### config.mk
export PLATFORM = sky130hd
export DESIGN_NAME = modular_exponentiation_core
export DESIGN_NICKNAME = d
export VERILOG_FILES = /design/src/modexp_pkg.sv /design/src/modular_exponentiation_core.sv
export SDC_FILE = /design/constraint.sdc
export NUM_CORES = 2
export LEC_CHECK = 0
export BUFFER_PORTS_ARGS = -buffer_cell sky130_fd_sc_hd__buf_2
export CAP_MARGIN = 20
export CORE_ASPECT_RATIO = 0.9
export CORE_MARGIN = 10
export CORE_UTILIZATION = 30
export CTS_BUF_LIST = sky130_fd_sc_hd__clkbuf_8
export DETAILED_ROUTE_END_ITERATION = 10
export HOLD_SLACK_MARGIN = 0.15
export RECOVER_POWER = 100
export SLEW_MARGIN = 20
export SYNTH_ARGS = -nofsm -noshare
export SYNTH_HDL_FRONTEND = slang
export SYNTH_SLANG_ARGS = --single-unit
### constraint.sdc
create_clock -name clk -period 19.8 [get_ports clk]
set_clock_uncertainty 0.05 [all_clocks]
set_input_delay 2.97 -clock clk [delete_from_list [all_inputs] [get_ports clk]]
set_output_delay 2.97 -clock clk [all_outputs]
set_load 0.02 [all_outputs]
### src/modexp_pkg.sv
// ----------------------------------------------------------------------------
// modexp_pkg - modular exponentiation core shared definitions
// Field widths and bit offsets of the stream beats.
// ----------------------------------------------------------------------------
`default_nettype none

package modexp_pkg;

	localparam int BASE_W     = 32;
	localparam int EXPONENT_W = 63;
	localparam int MODULUS_W  = 32;
	localparam int RESULT_W   = 32;

	localparam int BASE_LSB     = 0;
	localparam int EXPONENT_LSB = BASE_LSB + BASE_W;
	localparam int MODULUS_LSB  = EXPONENT_LSB + EXPONENT_W;

	localparam int IN_FIELDS_W = MODULUS_LSB + MODULUS_W;
	localparam int IN_TDATA_W  = ((IN_FIELDS_W + 7) / 8) * 8;
	localparam int OUT_TDATA_W = ((RESULT_W + 7) / 8) * 8;

	// destination of a finished reduction
	typedef logic [1:0] target_t;
	localparam target_t TGT_BASE   = 2'd0;
	localparam target_t TGT_RESULT = 2'd1;
	localparam target_t TGT_SQUARE = 2'd2;

endpackage

`default_nettype wire

### src/modular_exponentiation_core.sv
// ----------------------------------------------------------------------------
// modular_exponentiation_core - base^exponent mod modulus
// Right-to-left square-and-multiply with one shared multiplier and a
// bit-serial restoring remainder unit.
// ----------------------------------------------------------------------------
// Usage:
//   s_axis carries one job per beat (base, exponent, modulus). m_axis returns
//   one beat with the result. Beats move when tvalid and tready are high.
//   s_axis_tready is high only while the sequencer is idle; one job is
//   worked on at a time.
// Sequence:
//   The base is first reduced by the remainder unit. Each exponent bit
//   then costs one squaring, plus one multiply when the bit is set; every
//   multiply passes through loop, product register, load, OPERAND_WIDTH
//   remainder steps and write back, paced by the single remainder datapath
//   that retires one product bit per cycle. s_axis_tready returns in the
//   same cycle as result valid. A zero modulus skips every remainder pass,
//   the base reduction included, so each multiply then writes back
//   straight from the load state.
// Stall and reset:
//   The result waits in an output register; a new job is accepted while it
//   waits, and a finished job holds until that register is free.
//   arst_n clears the sequencer and the output valid.
// ----------------------------------------------------------------------------
`default_nettype none

module modular_exponentiation_core #(
	parameter int OPERAND_WIDTH  = 32,
	parameter int EXPONENT_WIDTH = 63
) (
	input  wire  logic                                clk,
	input  wire  logic                                arst_n,
	input  wire  logic                                s_axis_tvalid,
	output logic                                      s_axis_tready,
	// base [31:0], exponent [94:32], modulus [126:95], zero pad [127]
	input  wire  logic [modexp_pkg::IN_TDATA_W-1:0]   s_axis_tdata,
	output logic                                      m_axis_tvalid,
	input  wire  logic                                m_axis_tready,
	// power_result [31:0]
	output logic [modexp_pkg::OUT_TDATA_W-1:0]        m_axis_tdata
);

	localparam int W  = OPERAND_WIDTH;
	localparam int PW = 2 * OPERAND_WIDTH;
	localparam int EW = EXPONENT_WIDTH;
	localparam int BW = $clog2(EXPONENT_WIDTH + 1);
	localparam int SW = $clog2(OPERAND_WIDTH + 1);

	localparam logic [2:0] ST_IDLE   = 3'd0;
	localparam logic [2:0] ST_LOOP   = 3'd1;
	localparam logic [2:0] ST_MUL    = 3'd2;
	localparam logic [2:0] ST_LOAD   = 3'd3;
	localparam logic [2:0] ST_REDUCE = 3'd4;
	localparam logic [2:0] ST_FIN    = 3'd5;

	logic [2:0]                state_q;
	logic [W-1:0]              mod_q;
	logic [W-1:0]              res_q;
	logic [W-1:0]              sq_q;
	logic [EW-1:0]             exp_q;
	logic [BW-1:0]             bits_q;
	logic                      phase_q;
	modexp_pkg::target_t       tgt_q;
	logic                      sel_sq_q;
	logic [PW-1:0]             prod_q;
	logic [W-1:0]              rem_q;
	logic [W-1:0]              low_q;
	logic [SW-1:0]             step_q;
	logic                      out_valid_q;
	logic [modexp_pkg::OUT_TDATA_W-1:0] out_data_q;

	logic [W-1:0]  in_base;
	logic [W-1:0]  in_mod;
	logic [EW-1:0] in_exp;
	logic          in_fire;

	logic [W-1:0]  op_a;
	logic [PW-1:0] prod_d;
	logic [W:0]    shifted;
	logic [W+1:0]  diff;
	logic [W-1:0]  rem_next;
	logic          wb_fire;
	logic [W-1:0]  wb_val;
	logic          out_free;

	assign in_base = s_axis_tdata[modexp_pkg::BASE_LSB +: W];
	assign in_exp  = s_axis_tdata[modexp_pkg::EXPONENT_LSB +: EW];
	assign in_mod  = s_axis_tdata[modexp_pkg::MODULUS_LSB +: W];

	assign s_axis_tready = (state_q == ST_IDLE);
	assign in_fire       = s_axis_tvalid && s_axis_tready;

	assign m_axis_tvalid = out_valid_q;
	assign m_axis_tdata  = out_data_q;
	assign out_free      = !out_valid_q || m_axis_tready;

	// shared multiplier
	assign op_a   = sel_sq_q ? sq_q : res_q;
	assign prod_d = PW'(op_a) * PW'(sq_q);

	// one restoring remainder step
	assign shifted  = {rem_q, low_q[W-1]};
	assign diff     = {1'b0, shifted} - {2'b00, mod_q};
	assign rem_next = diff[W+1] ? shifted[W-1:0] : diff[W-1:0];

	assign wb_fire = ((state_q == ST_LOAD) && (mod_q == '0)) ||
	                 ((state_q == ST_REDUCE) && (step_q == '0));
	assign wb_val  = (state_q == ST_LOAD) ? prod_q[W-1:0] : rem_q;

	always_ff @(posedge clk or negedge arst_n) begin
		if (!arst_n) begin
			state_q     <= ST_IDLE;
			out_valid_q <= 1'b0;
			out_data_q  <= '0;
			mod_q       <= '0;
			res_q       <= '0;
			sq_q        <= '0;
			exp_q       <= '0;
			bits_q      <= '0;
			phase_q     <= 1'b0;
			tgt_q       <= modexp_pkg::TGT_BASE;
			sel_sq_q    <= 1'b0;
			prod_q      <= '0;
			rem_q       <= '0;
			low_q       <= '0;
			step_q      <= '0;
		end else begin
			if ((state_q == ST_FIN) && out_free) begin
				out_valid_q <= 1'b1;
			end else if (m_axis_tready) begin
				out_valid_q <= 1'b0;
			end

			case (state_q)
				ST_IDLE: begin
					if (in_fire) begin
						mod_q   <= in_mod;
						exp_q   <= in_exp;
						res_q   <= W'(1);
						bits_q  <= BW'(EW);
						phase_q <= 1'b0;
						if (in_mod == '0) begin
							sq_q    <= in_base;
							state_q <= ST_LOOP;
						end else begin
							rem_q   <= '0;
							low_q   <= in_base;
							step_q  <= SW'(W);
							tgt_q   <= modexp_pkg::TGT_BASE;
							state_q <= ST_REDUCE;
						end
					end
				end
				ST_LOOP: begin
					if (bits_q == '0) begin
						state_q <= ST_FIN;
					end else if (!phase_q && exp_q[0]) begin
						sel_sq_q <= 1'b0;
						tgt_q    <= modexp_pkg::TGT_RESULT;
						state_q  <= ST_MUL;
					end else begin
						sel_sq_q <= 1'b1;
						tgt_q    <= modexp_pkg::TGT_SQUARE;
						state_q  <= ST_MUL;
					end
				end
				ST_MUL: begin
					prod_q  <= prod_d;
					state_q <= ST_LOAD;
				end
				ST_LOAD: begin
					// high half is already below the modulus
					if (mod_q != '0) begin
						rem_q   <= prod_q[PW-1:W];
						low_q   <= prod_q[W-1:0];
						step_q  <= SW'(W);
						state_q <= ST_REDUCE;
					end
				end
				ST_REDUCE: begin
					if (step_q != '0) begin
						rem_q  <= rem_next;
						low_q  <= {low_q[W-2:0], 1'b0};
						step_q <= step_q - SW'(1);
					end
				end
				ST_FIN: begin
					if (out_free) begin
						out_data_q  <= modexp_pkg::OUT_TDATA_W'(res_q);
						state_q     <= ST_IDLE;
					end
				end
				default: begin
					state_q <= ST_IDLE;
				end
			endcase

			if (wb_fire) begin
				state_q <= ST_LOOP;
				case (tgt_q)
					modexp_pkg::TGT_BASE: begin
						sq_q <= wb_val;
					end
					modexp_pkg::TGT_RESULT: begin
						res_q   <= wb_val;
						phase_q <= 1'b1;
					end
					modexp_pkg::TGT_SQUARE: begin
						sq_q    <= wb_val;
						exp_q   <= exp_q >> 1;
						bits_q  <= bits_q - BW'(1);
						phase_q <= 1'b0;
					end
					default: begin
						sq_q <= wb_val;
					end
				endcase
			end
		end
	end

endmodule

`default_nettype wire

# Yosys cells after proc, flatten, opt, wreduce, memory -nomap -nowiden
# Index checks and enable logic that the tools add are counted.
[classes]
n_addsub = 3
multipliers = 1
n_eq_ne = 16
mux = 54
bitwise_logic = 1
reduce_logical = 25
[ops]
columns = ["op", "count"]
rows = [
  ["32-bit 2-to-1 mux", 20],
  ["63-bit 2-to-1 mux", 4],
  ["32-bit one-hot mux with 3 select lines", 2],
  ["32-bit zero test", 2],
  ["32-bit by 32-bit multiplier with 64-bit output", 1],
  ["6-bit 2-to-1 mux", 8],
  ["33-bit by 32-bit subtractor with 34-bit output", 1],
  ["32-bit nonzero test", 1],
  ["3-bit 2-to-1 mux", 6],
  ["3-bit one-hot mux with 6 select lines", 1],
  ["6-bit one-hot mux with 3 select lines", 1],
  ["6-bit zero test", 2],
  ["6-bit by 1-bit subtractor with 6-bit output (second input constant)", 2],
  ["2-bit 2-to-1 mux", 4],
  ["4-bit AND reduction", 2],
  ["3-bit by 2-bit == test with 1-bit output (second input constant)", 2],
  ["3-bit == test (second input constant)", 2],
  ["1-bit 2-to-1 mux", 6],
  ["2-bit by 1-bit != test with 1-bit output (second input constant)", 3],
  ["2-bit != test (second input constant)", 3],
  ["2-bit AND reduction", 3],
  ["6-bit nonzero test", 1],
  ["1-bit logical AND", 5],
  ["5-bit AND reduction", 1],
  ["14 further kinds", 17],
]
[totals]
reg_bits = 339
in_bits = 132
out_inout_bits = 34

# Longest topological paths before layout
[depth]
depth_word = 6
mapped_depth = 32
mapped_depth_nobuf = 28

# Worst setup path after synthesis
# Ideal clock, no wire load.
[synth_path]
path_type = "register to register"
from = "register sel_sq_q"
to = "register prod_q[56]"
arrival_time_ps = 8220
path_slack_ps = 11461
path_stages_with_launch = 29
path_buffers = 4
synth_period_minus_slack_ps = 8339
cell_sequence = "dfrtp_1 -> clkbuf_1 -> clkbuf_1 -> mux2_2 -> clkbuf_1 -> and2_1 -> fa_1 -> inv_1 -> fa_1 -> fa_1 -> fa_1 -> inv_1 -> fa_1 -> fa_1 -> fa_1 -> inv_1 -> fa_1 -> inv_1 -> ha_1 -> buf_2 -> nand4_1 -> nor2_1 -> nand3_4 -> a311oi_4 -> o311ai_4 -> a2111oi_4 -> nor2_2 -> or4_1 -> nand3_1"
[synth_via]
elab_chain_cells = 2
[synth_lines]
columns = ["element", "line_no", "rtl"]
rows = [
  ["start: declaration", "modular_exponentiation_core.sv:64", "logic sel_sq_q;"],
  ["start signal: assignment", "modular_exponentiation_core.sv:122", "sel_sq_q <= 1'b0;"],
  ["start signal: assignment", "modular_exponentiation_core.sv:158", "sel_sq_q <= 1'b0;"],
  ["start signal: assignment", "modular_exponentiation_core.sv:162", "sel_sq_q <= 1'b1;"],
  ["32-bit 2-to-1 mux", "modular_exponentiation_core.sv:98", "assign op_a = sel_sq_q ? sq_q : res_q;"],
  ["32-bit by 32-bit multiplier with 64-bit output", "modular_exponentiation_core.sv:99", "assign prod_d = PW'(op_a) * PW'(sq_q);"],
  ["end signal: assignment", "modular_exponentiation_core.sv:168", "prod_q <= prod_d;"],
  ["end: declaration", "modular_exponentiation_core.sv:65", "logic [PW-1:0] prod_q;"],
]
# No other way between the ends.
# A chain may end at the register's enable or synchronous reset.

# Worst setup path in the final report
[layout_path]
from = "register sel_sq_q"
to = "register prod_q[62]"
# The elaborated chain is that of the path after synthesis.

==> results.txt <==
----------------------------------------------------
[STA]
  Max-slew headroom ... -2.75
  Maximum clock rate ... around 70 MHz
  Slack of the critical path ... about 5.6 ns
  Final min period ... 14.25 ns
  Transition at the pin with the smallest max-transition slack ... about 5.6 ns
  Final setup fails ... 0
  Post-route fraction of the period consumed by the critical path ... 0.720
  Endpoints failing hold ... 0
  Setup_tns ... 0 ns
  Unrepaired setup endpoints after global routing ... false
  Max-slew violation count ... approximately 1200

[Cells and area]
  Fill cell instance count of the final layout ... 17500
  Post-layout instance area ... around 0.055 mm²
  Layout Cells excl Fill ... just under 8000
  Nets@finish ... 6808
  Relative area change from synthesis to final layout ... 7.31%
  Final core occ ... 0.324
  Fraction of final layout cells with drive strength greater than 1 ... 0.0705

[Logic synthesis]
  Mapped Cells ... 5547
  Dominant register cell in the synthesized netlist ... sky130_fd_sc_hd__dfrtp_1
  Portion of the post-synthesis area used by sequential elements ... 0.167
  Mux cell area share after synthesis ... 0.0342
  Area fraction in and, or, nand and nor cells after synthesis ... 0.163
  Compound-gate portion of the synthesized area ... 0.0982
  Unique cell type count in the Yosys netlist ... 87
  Post-synth design cell area ... 0.0509 mm²
  Top cells by count, synth ... sky130_fd_sc_hd__inv_1 (928), sky130_fd_sc_hd__fa_1 (897), sky130_fd_sc_hd__nand2_1 (825)
  Fraction of synthesized cell area in xor and xnor cells ... 0.0146
  Number of nets in the synthesized netlist ... about 7000
  Area share of the largest cell type after synthesis ... 0.353
  Seq cells post-synth ... roughly 340
  Yosys Warn Count ... 0
  Arithmetic-cell share of the synthesized area counting full adders, half adders and majority gates ... 0.426
  Cell type with the highest aggregate area in the netlist ... sky130_fd_sc_hd__fa_1
  Synth top area cells ... sky130_fd_sc_hd__fa_1 (35%), sky130_fd_sc_hd__dfrtp_1 (17%), sky130_fd_sc_hd__ha_1 (7.3%)
  Post-synth EDFFs ... 0
  Main combinational cell family by area after synthesis ... adder cells
  Synthesized area per cell ... between 9 and 10 µm²
  Post-synth ARST share ... 1.00
  Most common cell in the netlist ... sky130_fd_sc_hd__inv_1

[Global route]
  Via count of the first global-routing pass ... 40600
  Largest net degree at the start of global routing ... 110
  Congestion Overflow GR ... 0
  All-layer global routing usage ... 0.161
  Wire length of the first global-routing pass ... around 240 mm
  Number of antenna violations at the first check in global routing ... 20

[Route]
  WL/cell ... 19.3 µm
  Residual DRC ... 0
  1st-iter DRT viols ... about 3100
  Count of TritonRoute iterations in the first routing pass ... 7
  Number of nets with antenna violations after detailed routing ... 0
  Sum of routed wire length over all layers ... ~150 mm
  Average via count per standard cell ... just under 5
  Via Count ... approximately 39000

[Place]
  Instance area at placement ... approximately 0.054 mm²
  Placed wire-length estimate after detailed placement ... around 110 mm
  Pre-CTS setup slack ... between 9 and 10 ns
  Count of port buffers added during placement ... between 150 and 200
  Global placer's final weighted congestion ... about 0.9
  Inst Count DP ... roughly 7700

[Worst setup path]
  Worst endpoint required time ... a little over 20 ns
  Critical path startpoint category ... flop
  Crit path from ... sel_sq_q$_DFFE_PN0P_
  Reg-to-reg slack, setup ... ~5.6 ns
  Largest fanout on the critical path ... around 40
  Endpoint of the most critical register-to-register path ... prod_q[62]$_DFFE_PN0P_
  Length in cells of the worst reg-to-reg path ... 27
  Worst EP arrival ... ~15 ns
  Critical Path Sink ... prod_q[62]$_DFFE_PN0P_
  Start-to-end type of the worst setup path ... reg -> reg
  Crit path capture type ... flop
  Critical R2R Launch ... sel_sq_q$_DFFE_PN0P_

[Clock network]
  Post-CTS resize count ... 0
  CTS tree ... done
  Number of levels in the clock H-tree ... 2
  Clock insertion delay at the later pin of the skew report ... ~0.65 ns
  Cell at the root of the clock tree ... sky130_fd_sc_hd__clkbuf_8
  Buffer count from post-CTS setup fixing ... 0
  Sink Count ... between 300 and 400
  Total of hold buffers inserted after clock tree synthesis ... 0
  CTS Buffer Depth ... 3
  Clock transition at path regs ... roughly 0.060 ns
  Clock buffers created by TritonCTS ... 53

[Floorplanning]
  Starting utilization of the core area ... 0.302
  Count of boundary I/O pins ... approximately 170
  Die extent in y ... around 400 µm
  Core Box Area ... about 0.17 mm²
  Number of rows in the core area ... ~140
  Overall die width ... roughly 450 µm
  Die outline area ... around 0.19 mm²

[Pwr]
  Power density of the placed cells ... ~25 mW/mm²
  Total leakage power ... between 20 and 30 nW
  Maximum vdd drop ... slightly below 0.05 mV

[Hold path]
  Path class of the lowest-slack min-delay path ... reg -> reg
  Cells on Worst Hold Path ... 2
  Hold_sp ... exp_q[46]$_DFF_PN0_

[Run]
  # Max-Cap Violations ... 20

[Status]
  Run status ... finished with violations
  Violations in the final reports ... capacitance limit, slew limit

----------------------------------------------------
per-layer routing:
metal,vias to the layer above,global-route usage,share of wire
li1,17100,-,-
met1,19800,0.228,0.45
met2,1301,0.252,0.45
met3,217,0.0287,0.075
met4,18,0.0419,0.029
met5,-,0,0.00072
metrics by stage:
stage	hold slack, ns	power (mW)
CTS	0.429	1.38
global route	0.440	1.42
finish	0.426	1.37
floorplan	0.380	0.710
global placement	0.409	0.745
detailed placement	0.413	0.745
logic make-up after synthesis:
family,after synthesis
AO/OA/AOI/OAI,789
XOR/XNOR,85
adder cells (fa/ha/maj),1196
buffers and inverters,1281
flip-flops,339
multiplexers,161
AND/OR/NAND/NOR,1696
sequential cells by signal, indices dropped and copies added (netlist names):
signal / cells
state_q: 3
phase_q: 1
sel_sq_q: 1
low_q: 32
exp_q: 63
rem_q: 32
m_axis_tvalid: 1
res_q: 32
step_q: 6
m_axis_tdata: 32
bits_q: 6
prod_q: 64
mod_q: 32
sq_q: 32
tgt_q: 2
worst max-delay path, stage by stage, from the launching register on:
cell and delay, ns:
sky130_fd_sc_hd__dfrtp_1 1.10, sky130_fd_sc_hd__clkbuf_1 1.92, sky130_fd_sc_hd__mux2_1 1.56, sky130_fd_sc_hd__nand2_1 0.22, sky130_fd_sc_hd__fa_1 0.48, sky130_fd_sc_hd__inv_1 0.07
sky130_fd_sc_hd__fa_1 0.43, sky130_fd_sc_hd__fa_1 0.51, sky130_fd_sc_hd__inv_1 0.06, sky130_fd_sc_hd__fa_1 0.48, sky130_fd_sc_hd__inv_1 0.06, sky130_fd_sc_hd__fa_1 0.50
sky130_fd_sc_hd__inv_1 0.05, sky130_fd_sc_hd__fa_1 0.53, sky130_fd_sc_hd__inv_1 0.05, sky130_fd_sc_hd__fa_1 0.50, sky130_fd_sc_hd__fa_1 0.46, sky130_fd_sc_hd__ha_1 0.48
sky130_fd_sc_hd__nand3_1 0.22, sky130_fd_sc_hd__nor3_1 0.35, sky130_fd_sc_hd__o2111ai_1 0.28, sky130_fd_sc_hd__a311oi_1 0.68, sky130_fd_sc_hd__o311ai_0 0.53, sky130_fd_sc_hd__a2111oi_0 1.60
sky130_fd_sc_hd__o21ai_0 0.30, sky130_fd_sc_hd__a21oi_1 0.27, sky130_fd_sc_hd__xnor2_1 0.14, sky130_fd_sc_hd__o21ai_1 0.07
layout make-up:
type,instances,area [µm²],area share
inverter,928,3480,0.0637
clock buffer,71,977,0.0179
tap,2247,2810,0.0514
timing repair buffer,231,1240,0.0228
sequential,339,8490,0.155
multi-input combinational,3927,37500,0.686
clock inverter,21,141,0.00259
antenna,5,12.5,0.000229
worst min-delay path by stage:
stage	end	slack, ns
floorplan	prod_q[35]$_DFFE_PN0P_	0.38
global placement	exp_q[35]$_DFF_PN0_	0.41
detailed placement	exp_q[12]$_DFF_PN0_	0.41
CTS	exp_q[18]$_DFF_PN0_	0.43
global route	exp_q[12]$_DFF_PN0_	0.44
finish	exp_q[46]$_DFF_PN0_	0.43
placed cells by master, fill, tap and decap left out, types with 11 or more instances in the layout:
cell	count
sky130_fd_sc_hd__inv_1	940
sky130_fd_sc_hd__a31oi_1	49
sky130_fd_sc_hd__buf_2	129
sky130_fd_sc_hd__clkbuf_1	50
sky130_fd_sc_hd__o21bai_1	23
sky130_fd_sc_hd__o211ai_1	26
sky130_fd_sc_hd__o21a_1	30
sky130_fd_sc_hd__clkbuf_8	71
sky130_fd_sc_hd__nor4_1	18
sky130_fd_sc_hd__nand2b_1	11
sky130_fd_sc_hd__and2_1	586
sky130_fd_sc_hd__xnor2_1	52
sky130_fd_sc_hd__a21o_1	50
sky130_fd_sc_hd__nor3_1	25
sky130_fd_sc_hd__fa_1	897
sky130_fd_sc_hd__nand3_1	71
sky130_fd_sc_hd__and3_1	17
sky130_fd_sc_hd__mux2_2	96
sky130_fd_sc_hd__nand2_1	824
sky130_fd_sc_hd__a22oi_1	94
sky130_fd_sc_hd__o21ai_0	268
sky130_fd_sc_hd__dfrtp_1	335
sky130_fd_sc_hd__a21oi_1	136
sky130_fd_sc_hd__nor2_1	65
sky130_fd_sc_hd__buf_4	51
sky130_fd_sc_hd__xor2_1	33
sky130_fd_sc_hd__ha_1	299
sky130_fd_sc_hd__mux2i_1	59
sky130_fd_sc_hd__nand4_1	30
sky130_fd_sc_hd__a22o_1	32
where the power goes:
group | internal [mW] | switching (mW) | leakage, nW
Clock | 0.343 | 0.297 | 0.628
Combinational | 0.0125 | 0.0262 | 22.5
Sequential | 0.693 | 0.00000000000000000413 | 3.86
No activity file was read; power rests on OpenSTA's default activity.
